[src/hdl/ecpu_pkg.sv]
// ----------------------------------------------------------------------------
// ecpu_pkg
// Shared types, codes and helpers of the 8-bit CPU instruction step unit.
// ----------------------------------------------------------------------------
package ecpu_pkg;

  localparam int unsigned ADDR_BITS = 16;
  localparam int unsigned MEM_DEPTH = 1 << ADDR_BITS;

  localparam int unsigned F_CY = 0;
  localparam int unsigned F_P  = 1;
  localparam int unsigned F_AC = 2;
  localparam int unsigned F_Z  = 3;
  localparam int unsigned F_S  = 4;

  localparam logic [7:0] OP_NOP       = 8'h00;
  localparam logic [7:0] OP_SHLD      = 8'h22;
  localparam logic [7:0] OP_LHLD      = 8'h2A;
  localparam logic [7:0] OP_HLT       = 8'h76;
  localparam logic [7:0] OP_LO_END    = 8'h40;
  localparam logic [7:0] OP_ALU_START = 8'h80;
  localparam logic [7:0] OP_UNSUP     = 8'h98;

  localparam logic [2:0] REG_M = 3'd6;
  localparam logic [2:0] REG_A = 3'd7;

  typedef enum logic [1:0] {
    CMD_EXEC  = 2'd0,
    CMD_WRITE = 2'd1,
    CMD_READ  = 2'd2,
    CMD_NONE  = 2'd3
  } cmd_e;

  typedef enum logic [1:0] {
    ST_DONE   = 2'd0,
    ST_HALTED = 2'd1,
    ST_UNSUP  = 2'd2
  } status_e;

  typedef enum logic [2:0] {
    ASEL_IN  = 3'd0,
    ASEL_PC  = 3'd1,
    ASEL_PC1 = 3'd2,
    ASEL_PC2 = 3'd3,
    ASEL_D   = 3'd4,
    ASEL_D1  = 3'd5
  } asel_e;

  typedef struct packed {
    logic  accept;
    logic  wr_in;
    asel_e asel;
    logic  lat_op;
    logic  lat_imm_lo;
    logic  lat_imm_hi;
    logic  lat_dat_lo;
    logic  lat_dat_hi;
    logic  lat_rd;
    logic  exec;
    logic  wr2;
  } ecpu_cmd_t;

  typedef struct packed {
    cmd_e in_cmd;
    logic halted;
    logic need_imm2;
    logic need_drd;
    logic need_drd2;
    logic need_wr2;
  } ecpu_stat_t;

  localparam int unsigned RES_BITS = 112;

  // update sign, zero and parity from a result byte
  function automatic logic [4:0] set_szp(logic [4:0] f, logic [7:0] v);
    logic [4:0] r;
    r       = f;
    r[F_S]  = v[7];
    r[F_Z]  = (v == 8'h00);
    r[F_P]  = ~^v;
    return r;
  endfunction

endpackage

[src/hdl/ecpu_ctrl.sv]
// ----------------------------------------------------------------------------
// ecpu_ctrl
// Sequencer: steps one item through fetch, operand reads, execute, result, or through a memory write or read.
// ----------------------------------------------------------------------------
module ecpu_ctrl import ecpu_pkg::*; (
  input  logic       clk_i,
  input  logic       rst_ni,
  input  logic       s_valid_i,
  output logic       s_ready_o,
  output logic       m_valid_o,
  input  logic       m_ready_i,
  input  ecpu_stat_t stat_i,
  output ecpu_cmd_t  cmd_o
);

  typedef enum logic [13:0] {
    S_IDLE   = 14'b00000000000001,
    S_MWRITE = 14'b00000000000010,
    S_MREAD  = 14'b00000000000100,
    S_MRDW   = 14'b00000000001000,
    S_FETCH  = 14'b00000000010000,
    S_DEC    = 14'b00000000100000,
    S_IMM1   = 14'b00000001000000,
    S_IMM2   = 14'b00000010000000,
    S_DRD    = 14'b00000100000000,
    S_DRDW   = 14'b00001000000000,
    S_DRD2W  = 14'b00010000000000,
    S_EXEC   = 14'b00100000000000,
    S_WR2    = 14'b01000000000000,
    S_DONE   = 14'b10000000000000
  } state_e;

  state_e state_q, state_d;

  always_ff @(posedge clk_i or negedge rst_ni) begin
    if (!rst_ni) begin
      state_q <= S_IDLE;
    end else begin
      state_q <= state_d;
    end
  end

  always_comb begin
    state_d   = state_q;
    cmd_o     = '0;
    cmd_o.asel = ASEL_PC;
    s_ready_o = 1'b0;
    m_valid_o = 1'b0;
    unique case (state_q)
      S_IDLE: begin
        s_ready_o    = 1'b1;
        cmd_o.accept = s_valid_i;
        if (s_valid_i) begin
          unique case (stat_i.in_cmd)
            CMD_EXEC:  state_d = stat_i.halted ? S_DONE : S_FETCH;
            CMD_WRITE: state_d = S_MWRITE;
            CMD_READ:  state_d = S_MREAD;
            default:   state_d = S_DONE;
          endcase
        end
      end
      S_MWRITE: begin
        cmd_o.asel  = ASEL_IN;
        cmd_o.wr_in = 1'b1;
        state_d     = S_DONE;
      end
      S_MREAD: begin
        cmd_o.asel = ASEL_IN;
        state_d    = S_MRDW;
      end
      S_MRDW: begin
        cmd_o.lat_rd = 1'b1;
        state_d      = S_DONE;
      end
      S_FETCH: begin
        cmd_o.asel = ASEL_PC;
        state_d    = S_DEC;
      end
      S_DEC: begin
        cmd_o.lat_op = 1'b1;
        cmd_o.asel   = ASEL_PC1;
        state_d      = S_IMM1;
      end
      S_IMM1: begin
        cmd_o.lat_imm_lo = 1'b1;
        cmd_o.asel       = ASEL_PC2;
        if (stat_i.need_imm2) begin
          state_d = S_IMM2;
        end else if (stat_i.need_drd) begin
          state_d = S_DRD;
        end else begin
          state_d = S_EXEC;
        end
      end
      S_IMM2: begin
        cmd_o.lat_imm_hi = 1'b1;
        state_d = stat_i.need_drd ? S_DRD : S_EXEC;
      end
      S_DRD: begin
        cmd_o.asel = ASEL_D;
        state_d    = S_DRDW;
      end
      S_DRDW: begin
        cmd_o.lat_dat_lo = 1'b1;
        cmd_o.asel       = ASEL_D1;
        state_d = stat_i.need_drd2 ? S_DRD2W : S_EXEC;
      end
      S_DRD2W: begin
        cmd_o.lat_dat_hi = 1'b1;
        state_d          = S_EXEC;
      end
      S_EXEC: begin
        cmd_o.exec = 1'b1;
        cmd_o.asel = ASEL_D;
        state_d = stat_i.need_wr2 ? S_WR2 : S_DONE;
      end
      S_WR2: begin
        cmd_o.wr2  = 1'b1;
        cmd_o.asel = ASEL_D1;
        state_d    = S_DONE;
      end
      S_DONE: begin
        m_valid_o = 1'b1;
        if (m_ready_i) begin
          state_d = S_IDLE;
        end
      end
      default: state_d = S_IDLE;
    endcase
  end

endmodule

[config.mk]
export PLATFORM = sky130hd
export DESIGN_NAME = ecpu_ctrl
export DESIGN_NICKNAME = d
export VERILOG_FILES = /design/src/hdl/ecpu_pkg.sv /design/src/hdl/ecpu_ctrl.sv
export SDC_FILE = /design/constraint.sdc
export NUM_CORES = 1
export LEC_CHECK = 0
export BUFFER_PORTS_ARGS = -buffer_cell sky130_fd_sc_hd__buf_2
export CAP_MARGIN = 5
export CORE_MARGIN = 8
export CORE_UTILIZATION = 58
export CTS_BUF_LIST = sky130_fd_sc_hd__clkbuf_4 sky130_fd_sc_hd__clkbuf_8
export DETAILED_ROUTE_END_ITERATION = 6
export PLACE_DENSITY = 0.95
export SYNTH_ARGS = -nofsm -noshare
export SYNTH_HDL_FRONTEND = slang
export SYNTH_SLANG_ARGS = --single-unit
export TNS_END_PERCENT = 1
[constraint.sdc]
create_clock -name clk_i -period 4.8 [get_ports clk_i]
set_input_delay 0.24 -clock clk_i [delete_from_list [all_inputs] [get_ports clk_i]]
set_output_delay 0.24 -clock clk_i [all_outputs]
set_load 0.01 [all_outputs]
### After elaboration in Yosys (flattened, before gate mapping)

Index checks and enable logic that the tools add are counted.

* flip-flop bits (word level): 14
* output and inout bits: 15
* word-level logic and storage cells: 47
* bits of input ports: 11

* eq/ne operators: 18
* reductions and logical operators: 6
* multiplexer cells: 22

Operators with widths (count)
* 14-bit one-hot mux with 12 select lines: 1
* 14-bit 2-to-1 mux: 5
* 14-bit one-hot mux with 3 select lines: 1
* 12-bit 2-to-1 mux: 2
* 3-bit one-hot mux with 5 select lines: 1
* 14-bit by 1-bit == test with 1-bit output (second input constant): 1
* 14-bit by 10-bit == test with 1-bit output (second input constant): 1
* 14-bit by 11-bit == test with 1-bit output (second input constant): 1
* 14-bit by 12-bit == test with 1-bit output (second input constant): 1
* 14-bit by 13-bit == test with 1-bit output (second input constant): 1
* 14-bit == test (second input constant): 1
* 14-bit by 2-bit == test with 1-bit output (second input constant): 1
* 14-bit by 3-bit == test with 1-bit output (second input constant): 1
* 14-bit by 4-bit == test with 1-bit output (second input constant): 1
* 14-bit by 5-bit == test with 1-bit output (second input constant): 1
* 14-bit by 6-bit == test with 1-bit output (second input constant): 1
* 14-bit by 7-bit == test with 1-bit output (second input constant): 1
* 14-bit by 8-bit == test with 1-bit output (second input constant): 1
* 14-bit by 9-bit == test with 1-bit output (second input constant): 1
* 1-bit 2-to-1 mux: 12
* 2-bit OR reduction: 3
* 2-bit != test (second input constant): 2
* 3-bit OR reduction: 1
* 2-bit by 1-bit == test with 1-bit output (second input constant): 1
* 3 further kinds: 3

### Longest topological paths before layout

Gate-level depths: netlist of run 1.

* depth in word-level cells: 4
* depth in mapped cells: 7
* mapped depth without buffers: 6

### Worst setup path before layout of run 1

Ideal clock, no wire load.

* path type: register to output
* start: reg state_q[8]
* end: out cmd_o[8] (netlist name)
* arrival: 1.934 ns
* path slack: 2.626 ns
* cell stages (with the launch flop): 7
* buffers on the path: 1
* required time: 4.560 ns
* cell sequence: dfrtp_1 > buf_6 > or4_4 > nor3_4 > and2_4 > a41oi_1 > or4_1

RTL lines
* start, declared: line ecpu_ctrl.sv:33 `state_e state_q, state_d;`
* start signal, assigned: line ecpu_ctrl.sv:39 `state_q <= state_d;`
* end, declared: line ecpu_ctrl.sv:13 `output ecpu_cmd_t cmd_o`

==> out/metrics.yaml, run 1 <==
finish:
  number_of_non_filler_instances_in_the_completed_layout: 152
  post-route-cell-area_um2: 1130
  top_regs: "state_q: 14 flops"
  layout-drive-gt1-share_pct: 28.1
  n_antenna_cell: 0
  finish.net_count: 147
  area.growth.synth_to_final_pct: 12.0
  flip_flop_count_of_the_largest_register_all_copies_and_words_added: 14
  regMostFlops: "state_q"
floorplanning:
  top_level_ports: 26
  floorplan.core_area_um2: 1690
  design.die.area_um2: 3340
  starting_density_pct: 59.9
  die_w_um: 57.8
  chipHeight_um: 57.8
  row_count: 15
sta:
  setup_violations: 0
  hold_viol_final: 0
  max_clock_freq_ghz: 0.359
  timing.max_slew.rel_slack_pct: 67.9
  min_period_over_period_pct: 58.0
  maxSlewViolCount: 0
  grt_setup_unrepaired: "false"
  fin_worst_skew_ns: 0.00563
  max_slew.worst_pin.slew_ns: 0.477
  finalWorstPathRequiredPeriod_ns: 2.79
  final_tns_setup_ns: 0
clock_network:
  clock-sinks: 14
  clock_latency_ns: 0.28
  htree_levels: 1
  cts.clk_slew.worst_paths_ns: 0.08
  tritoncts_clock_tree: "yes"
  clock_tree.buffer_depth: 2
  clockRootBuffer: "sky130_fd_sc_hd__clkbuf_4"
  cts_buffers: 3
routing:
  initialDrtViolationCount: 38
  routed_wire_length_per_instance_um: 15.1
  post_drt_via_cell_ratio: 6.09
  route.final.wire_length_um: 2290
  drt_drc_violations_left: 0
  tritonroute_pass_1_iters: 4
  via_count: 926
  antenna_left: 0
place:
  gp_congestion: 0.939
  detailedPlacementHpwl_um: 1810
  place.port_buffers: 25
  postPlaceCellArea_um2: 1090
  dp.cells: 147
setup_path:
  worstSetupStartpointType: "flop"
  crit_path_end: "cmd_o[8]"
  worstPathMaxFanout: 8
  critical_path_required_ns: 4.56
  r2r_end: "state_q[0]"
  worst-endpoint-arrival_ns: 2.55
  rr_worst_depth: 5
  timing.reg2reg.setup_slack_ns: 2.77
  path_class: "flop to output pin"
  endpoint_kind: "output pin"
  r2r-start: "state_q[2]"
  worst_setup_path_startpoint: "state_q[5]"
synthesis:
  synth.cell_area_um2: 1010
  synth-edff-count: 0
  postSynthAreaPerCell_um2: 9.03
  synth.yosys.seq_area_share_pct: 34.8
  synth_xor_area_share_pct: 5.20
  dominant_combinational_cell_family_by_area_after_synthesis: "simple AND/OR/NAND/NOR gates"
  postSynthCellCount: 112
  yosys_warning_count: 0
  synth_cell_type_count: 42
  synth_seq_cells: 14
  synth.area.mux_share_pct: 0.990
  synth_adder_area_share_pct: 0
  synthFlopType: "sky130_fd_sc_hd__dfrtp_1"
  synth.net_count: 123
  post_synthesis_share_of_cell_area_spent_on_and_or_nand_and_nor_gates_pct: 40.8
  async_reset_ff_share_pct: 100
  synth-compound-area-share_pct: 9.90
pwr:
  worst_ir_drop_vdd_uv: 253
  combinationalPowerShare_pct: 41.2
  power_frac_clock_pct: 19.7
  p_seq_share_pct: 39.1
  p_sw_share_pct: 38.6
  switchingPower_uw: 147
  p_leak_uw: 0.000552
  power_density_nw_per_um2: 337
  p_int_uw: 235
grt:
  vias_in_the_first_global_route: 933
  grt_antenna_before_repair: 0
  grt_start_max_net_pins: 15
  grt_remaining_overflow: 0
  wire_length_of_the_first_global_routing_pass_um: 4080
  globalRouteTotalUtil_pct: 15.0
worst_hold_path:
  hold_class: "primary input to flop"
job:
  maxCapViolCount: 0
outcome:
  run_status: "finished, final reports clean"
[critical path: stages (launching register included)]
cell and delay, ns:
sky130_fd_sc_hd__dfrtp_1 0.49, sky130_fd_sc_hd__nor4_4 0.44, sky130_fd_sc_hd__nand4_1 0.29, sky130_fd_sc_hd__o32ai_1 0.40, sky130_fd_sc_hd__a41oi_1 0.09, sky130_fd_sc_hd__or4_1 0.40, sky130_fd_sc_hd__buf_2 0.15
[per-layer routing]
metal,GRT usage (%),wire length [um],vias to the layer above
met4,4.20,14,0
met1,18.9,1050,426
met3,3.75,197,2
li1,-,-,452
met5,0,0,-
met2,24.6,1030,46
[power by group through the flow]
stage	clock network, uW	logic [uW]	registers, uW
floorplan	0	125	139
global placement	0	150	150
detailed placement	0	154	151
CTS	78.0	156	148
global route	81.6	175	151
finish	75.4	157	149
[worst min path at each step]
stage | from | end | slack, ns | cells after the start
floorplan | rst_ni | state_q[10] | -0.06 | 0
global placement | rst_ni | state_q[11] | 0.15 | 1
detailed placement | rst_ni | state_q[10] | 0.16 | 1
CTS | stat_i[4] | state_q[4] | 0.12 | 2
global route | stat_i[4] | state_q[4] | 0.13 | 2
finish | stat_i[4] | state_q[4] | 0.13 | 2
[what timing repair did]
| item | in CTS | in global routing |
|---|---|---|
| endpoints found under the hold margin | 13 | 0 |
| gates resized for setup | 0 | 0 |
| setup endpoints to repair | 0 | 0 |
| hold buffers | 1 | 0 |
| buffers inserted | 0 | 0 |
[area by class of cell]
class	count	area [um^2]
well taps	17	21.3
repair buffers	26	135
flip-flops and latches	14	352
fillers	155	557
multi-input cells	86	576
clock buffers	4	30.0
inverters	5	18.8
[cell usage in the layout, fill, tap and decap left out, drive strengths merged]
| cell | instances |
|---|---|
| a2111oi | 1 |
| a221oi | 1 |
| a22oi | 1 |
| a31o | 1 |
| a41oi | 1 |
| and2 | 4 |
| and3 | 2 |
| and4 | 1 |
| and4b | 1 |
| buf | 25 |
| clkbuf | 4 |
| dfrtp | 13 |
| dfstp | 1 |
| dlygate4sd3 | 1 |
| inv | 5 |
| mux2i | 1 |
| nand2 | 10 |
| nand2b | 1 |
| nand3 | 3 |
| nand4 | 1 |
| nand4bb | 1 |
| nor2 | 14 |
| nor2b | 2 |
| nor3 | 6 |
| nor3b | 9 |
| nor4 | 5 |
| nor4b | 1 |
| o21a | 2 |
| o21ai | 2 |
| o21bai | 2 |
| o221ai | 1 |
| o32ai | 1 |
| or3b | 1 |
| or4 | 4 |
| xnor2 | 4 |
| xor2 | 2 |
[through the flow]
stage / setup WS, ns / util [%] / total power, uW / hold WS, ns
4_1_cts: 2.03 / 67.0 / 383 / 0.120
3_3_place_gp: 2.45 / 64.7 / 300 / 0.150
5_1_grt: 1.82 / 67.0 / 408 / 0.130
2_1_floorplan: 2.63 / - / 264 / -0.0556
6_report: 2.01 / 67.0 / 382 / 0.128
3_5_place_dp: 2.36 / 64.7 / 305 / 0.158
[cell families after synthesis]
logic type,after synthesis
and+or+nand+nor,66
buffers and inverters,12
AOI/OAI and AO/OA,13
xor gates and xnor gates,6
muxes,1
DFF,14
[Yosys cell counts (2+ instances only)]
cell	instances	area, um^2
sky130_fd_sc_hd__nand2_1	10	37.5
sky130_fd_sc_hd__dfrtp_1	13	325
sky130_fd_sc_hd__nor2b_1	2	12.5
sky130_fd_sc_hd__nor2_1	14	52.6
sky130_fd_sc_hd__xnor2_1	4	35.0
sky130_fd_sc_hd__nor3_1	5	25.0
sky130_fd_sc_hd__o21ai_0	2	10.0
sky130_fd_sc_hd__inv_1	5	18.8
sky130_fd_sc_hd__o21a_1	2	15.0
sky130_fd_sc_hd__and2_1	3	18.8
sky130_fd_sc_hd__buf_6	4	45.0
sky130_fd_sc_hd__and3_1	2	12.5
sky130_fd_sc_hd__nor3b_1	8	60.1
sky130_fd_sc_hd__o21bai_1	2	15.0
sky130_fd_sc_hd__xor2_1	2	17.5
sky130_fd_sc_hd__or4_1	3	22.5
sky130_fd_sc_hd__nor4_1	4	25.0
sky130_fd_sc_hd__nand3_1	3	15.0
Power figures use the tool's default switching activity.
==> run 2, diff against run 1 <==
- CORE_UTILIZATION: 58 -> 54
- PLACE_DENSITY: 0.95 -> 0.9
- clock period: 4.8 -> 2.7 ns (I/O delays scaled with it)
==> run 2 against run 1 <==
  * Global-route usage fell by 0.60 points
  * Highest routed layer unchanged
  * Sequential cell count did not move
  * Sequential share of layout area fell by 1.0 points
  * Largest power group unchanged
  * Critical path type unchanged
  * Via count rose by 4.8%
==> out/metrics.yaml, run 2 (synthesis gave the netlist of run 1 again) <==
clock_network:
  clock_latency_ns: 0.29
  clock_tree.buffer_depth: 2
  cts_buffers: 3
  cts.clk_slew.worst_paths_ns: 0.09
  htree_levels: 1
  clockRootBuffer: "sky130_fd_sc_hd__clkbuf_4"
  tritoncts_clock_tree: "yes"
  clock-sinks: 14
pwr:
  worst_ir_drop_vdd_uv: 414
  power_density_nw_per_um2: 609
  p_leak_uw: 0.000565
setup_path:
  rr_worst_depth: 5
  r2r_end: "state_q[0]"
  endpoint_kind: "output pin"
  timing.reg2reg.setup_slack_ns: 0.59
  r2r-start: "state_q[2]"
  path_class: "flop to output pin"
  worstPathMaxFanout: 7
  worst-endpoint-arrival_ns: 2.45
  worstPathCellList: "or4_4, nor3_4, and2_4, a41oi_1, or4_1, buf_2"
  critical_path_s_largest_stage_delay_ns: 0.61
  cp_slowest_cell: "sky130_fd_sc_hd__or4_4"
  critical_path_required_ns: 2.57
  worstSetupStartpointType: "flop"
finish:
  layout-drive-gt1-share_pct: 29.9
  top_regs: "state_q: 14 flops"
  fillCellCount: 149
  finish.net_count: 149
  most-common-layout-cells: "25 x sky130_fd_sc_hd__buf_2, 14 x sky130_fd_sc_hd__nor2_1, 13 x sky130_fd_sc_hd__dfrtp_1"
  regMostFlops: "state_q"
  layout_commonest_cell: "sky130_fd_sc_hd__buf_2"
  n_antenna_cell: 0
  post-route-cell-area_um2: 1170
  flip_flop_count_of_the_largest_register_all_copies_and_words_added: 14
  area.growth.synth_to_final_pct: 15.8
worst_hold_path:
  holdPathEnd: "state_q[4]"
  hold_class: "primary input to flop"
  min_delay_path_depth: 2
  min-delay-start: "stat_i[4]"
sta:
  setup_violations: 0
  grt_setup_unrepaired: "false"
  hold_viol_final: 0
  finalWorstPathRequiredPeriod_ns: 2.58
  final_tns_setup_ns: 0
  max_clock_freq_ghz: 0.387
  min_period_over_period_pct: 95.6
  fin_worst_skew_ns: 0.00462
  max_slew.worst_pin.slew_ns: 0.554
  worst_hold_slack_ns: 0.00615
  timing.max_slew.rel_slack_pct: 62.7
  timing.final.ws_setup_ns: 0.118
  maxSlewViolCount: 0
floorplanning:
  starting_density_pct: 57.9
  row_count: 15
  floorplan.core_area_um2: 1750
  chipHeight_um: 59.3
  die_w_um: 59.3
  top_level_ports: 26
  design.die.area_um2: 3510
place:
  detailedPlacementHpwl_um: 1790
  place.port_buffers: 25
  gp_congestion: 0.933
  place_worst_setup_slack_ns: 0.381
  postPlaceCellArea_um2: 1100
routing:
  routed_wire_length_per_instance_um: 15.1
  drt_drc_violations_left: 0
  initialDrtViolationCount: 52
  post_drt_via_cell_ratio: 5.99
  tritonroute_pass_1_iters: 4
  via_count: 970
  route.final.wire_length_um: 2450
  antenna_left: 0
grt:
  vias_in_the_first_global_route: 928
  grt_start_max_net_pins: 15
  globalRouteTotalUtil_pct: 14.4
  wire_length_of_the_first_global_routing_pass_um: 3930
  grt_antenna_before_repair: 0
  grt_remaining_overflow: 0
job:
  maxCapViolCount: 0
outcome:
  run_status: "finished, final reports clean"
==> run 2: cell count changes in the layout (fill, tap and decap cells not counted), sizes merged <==
cell,change
buf,+2
==> run 2: layout make-up <==
class                      count  area, um^2  area share (%)
timing repair buffer          28         150            12.8
inverter                       5        18.8            1.60
tap                           25        31.3            2.67
clock buffer                   4        36.3            3.10
sequential                    14         352            30.0
multi-input combinational     86         583            49.8
==> run 2: worst max-delay path: cells and delay by family (launching register included) <==
kind,cells,cell delay (ns)
flops,1,0.47
buf+inv,1,0.15
simple gates,4,1.42
compound gates,1,0.12
==> run 2: worst max path at each step <==
stage,start,endpoint,slack [ns]
finish,state_q[8],cmd_o[8],0.12
floorplan,state_q[8],cmd_o[8],0.63
CTS,state_q[5],cmd_o[8],0.01
global route,state_q[6],cmd_o[8],0.01
detailed placement,state_q[5],cmd_o[8],0.38
global placement,state_q[5],cmd_o[8],0.45
==> run 2: through the flow <==
step / utilization, % / total power [uW] / instances
final: 67.1 / 713 / 162
after global routing: 67.1 / 753 / 162
after CTS: 65.8 / 702 / 160
after detailed placement: 63.2 / 544 / 155
after global placement: 63.2 / 533 / 155
after floorplan: - / 470 / 112
==> run 2: where the power goes <==
group / switching, uW / internal (uW) / total, uW
clock network: 69.9 / 82.2 / 152
registers: 34.9 / 232 / 267
logic: 172 / 122 / 294
total: 277 / 436 / 713
==> run 2: timing repair <==
action	4_1_cts	5_1_grt
hold buffers	1	0
resized for setup	0	1
buffers inserted	0	2
hold endpoints to repair	13	0
endpoints found under the setup margin	0	1
==> run 2: layer usage <==
layer / vias to the layer above / global-route usage, % / wire, um
met3: 13 / 6.29 / 274
met4: 0 / 6.48 / 67
met1: 439 / 16.6 / 1040
met2: 63 / 22.2 / 1070
met5: - / 0 / 0
li1: 455 / - / -
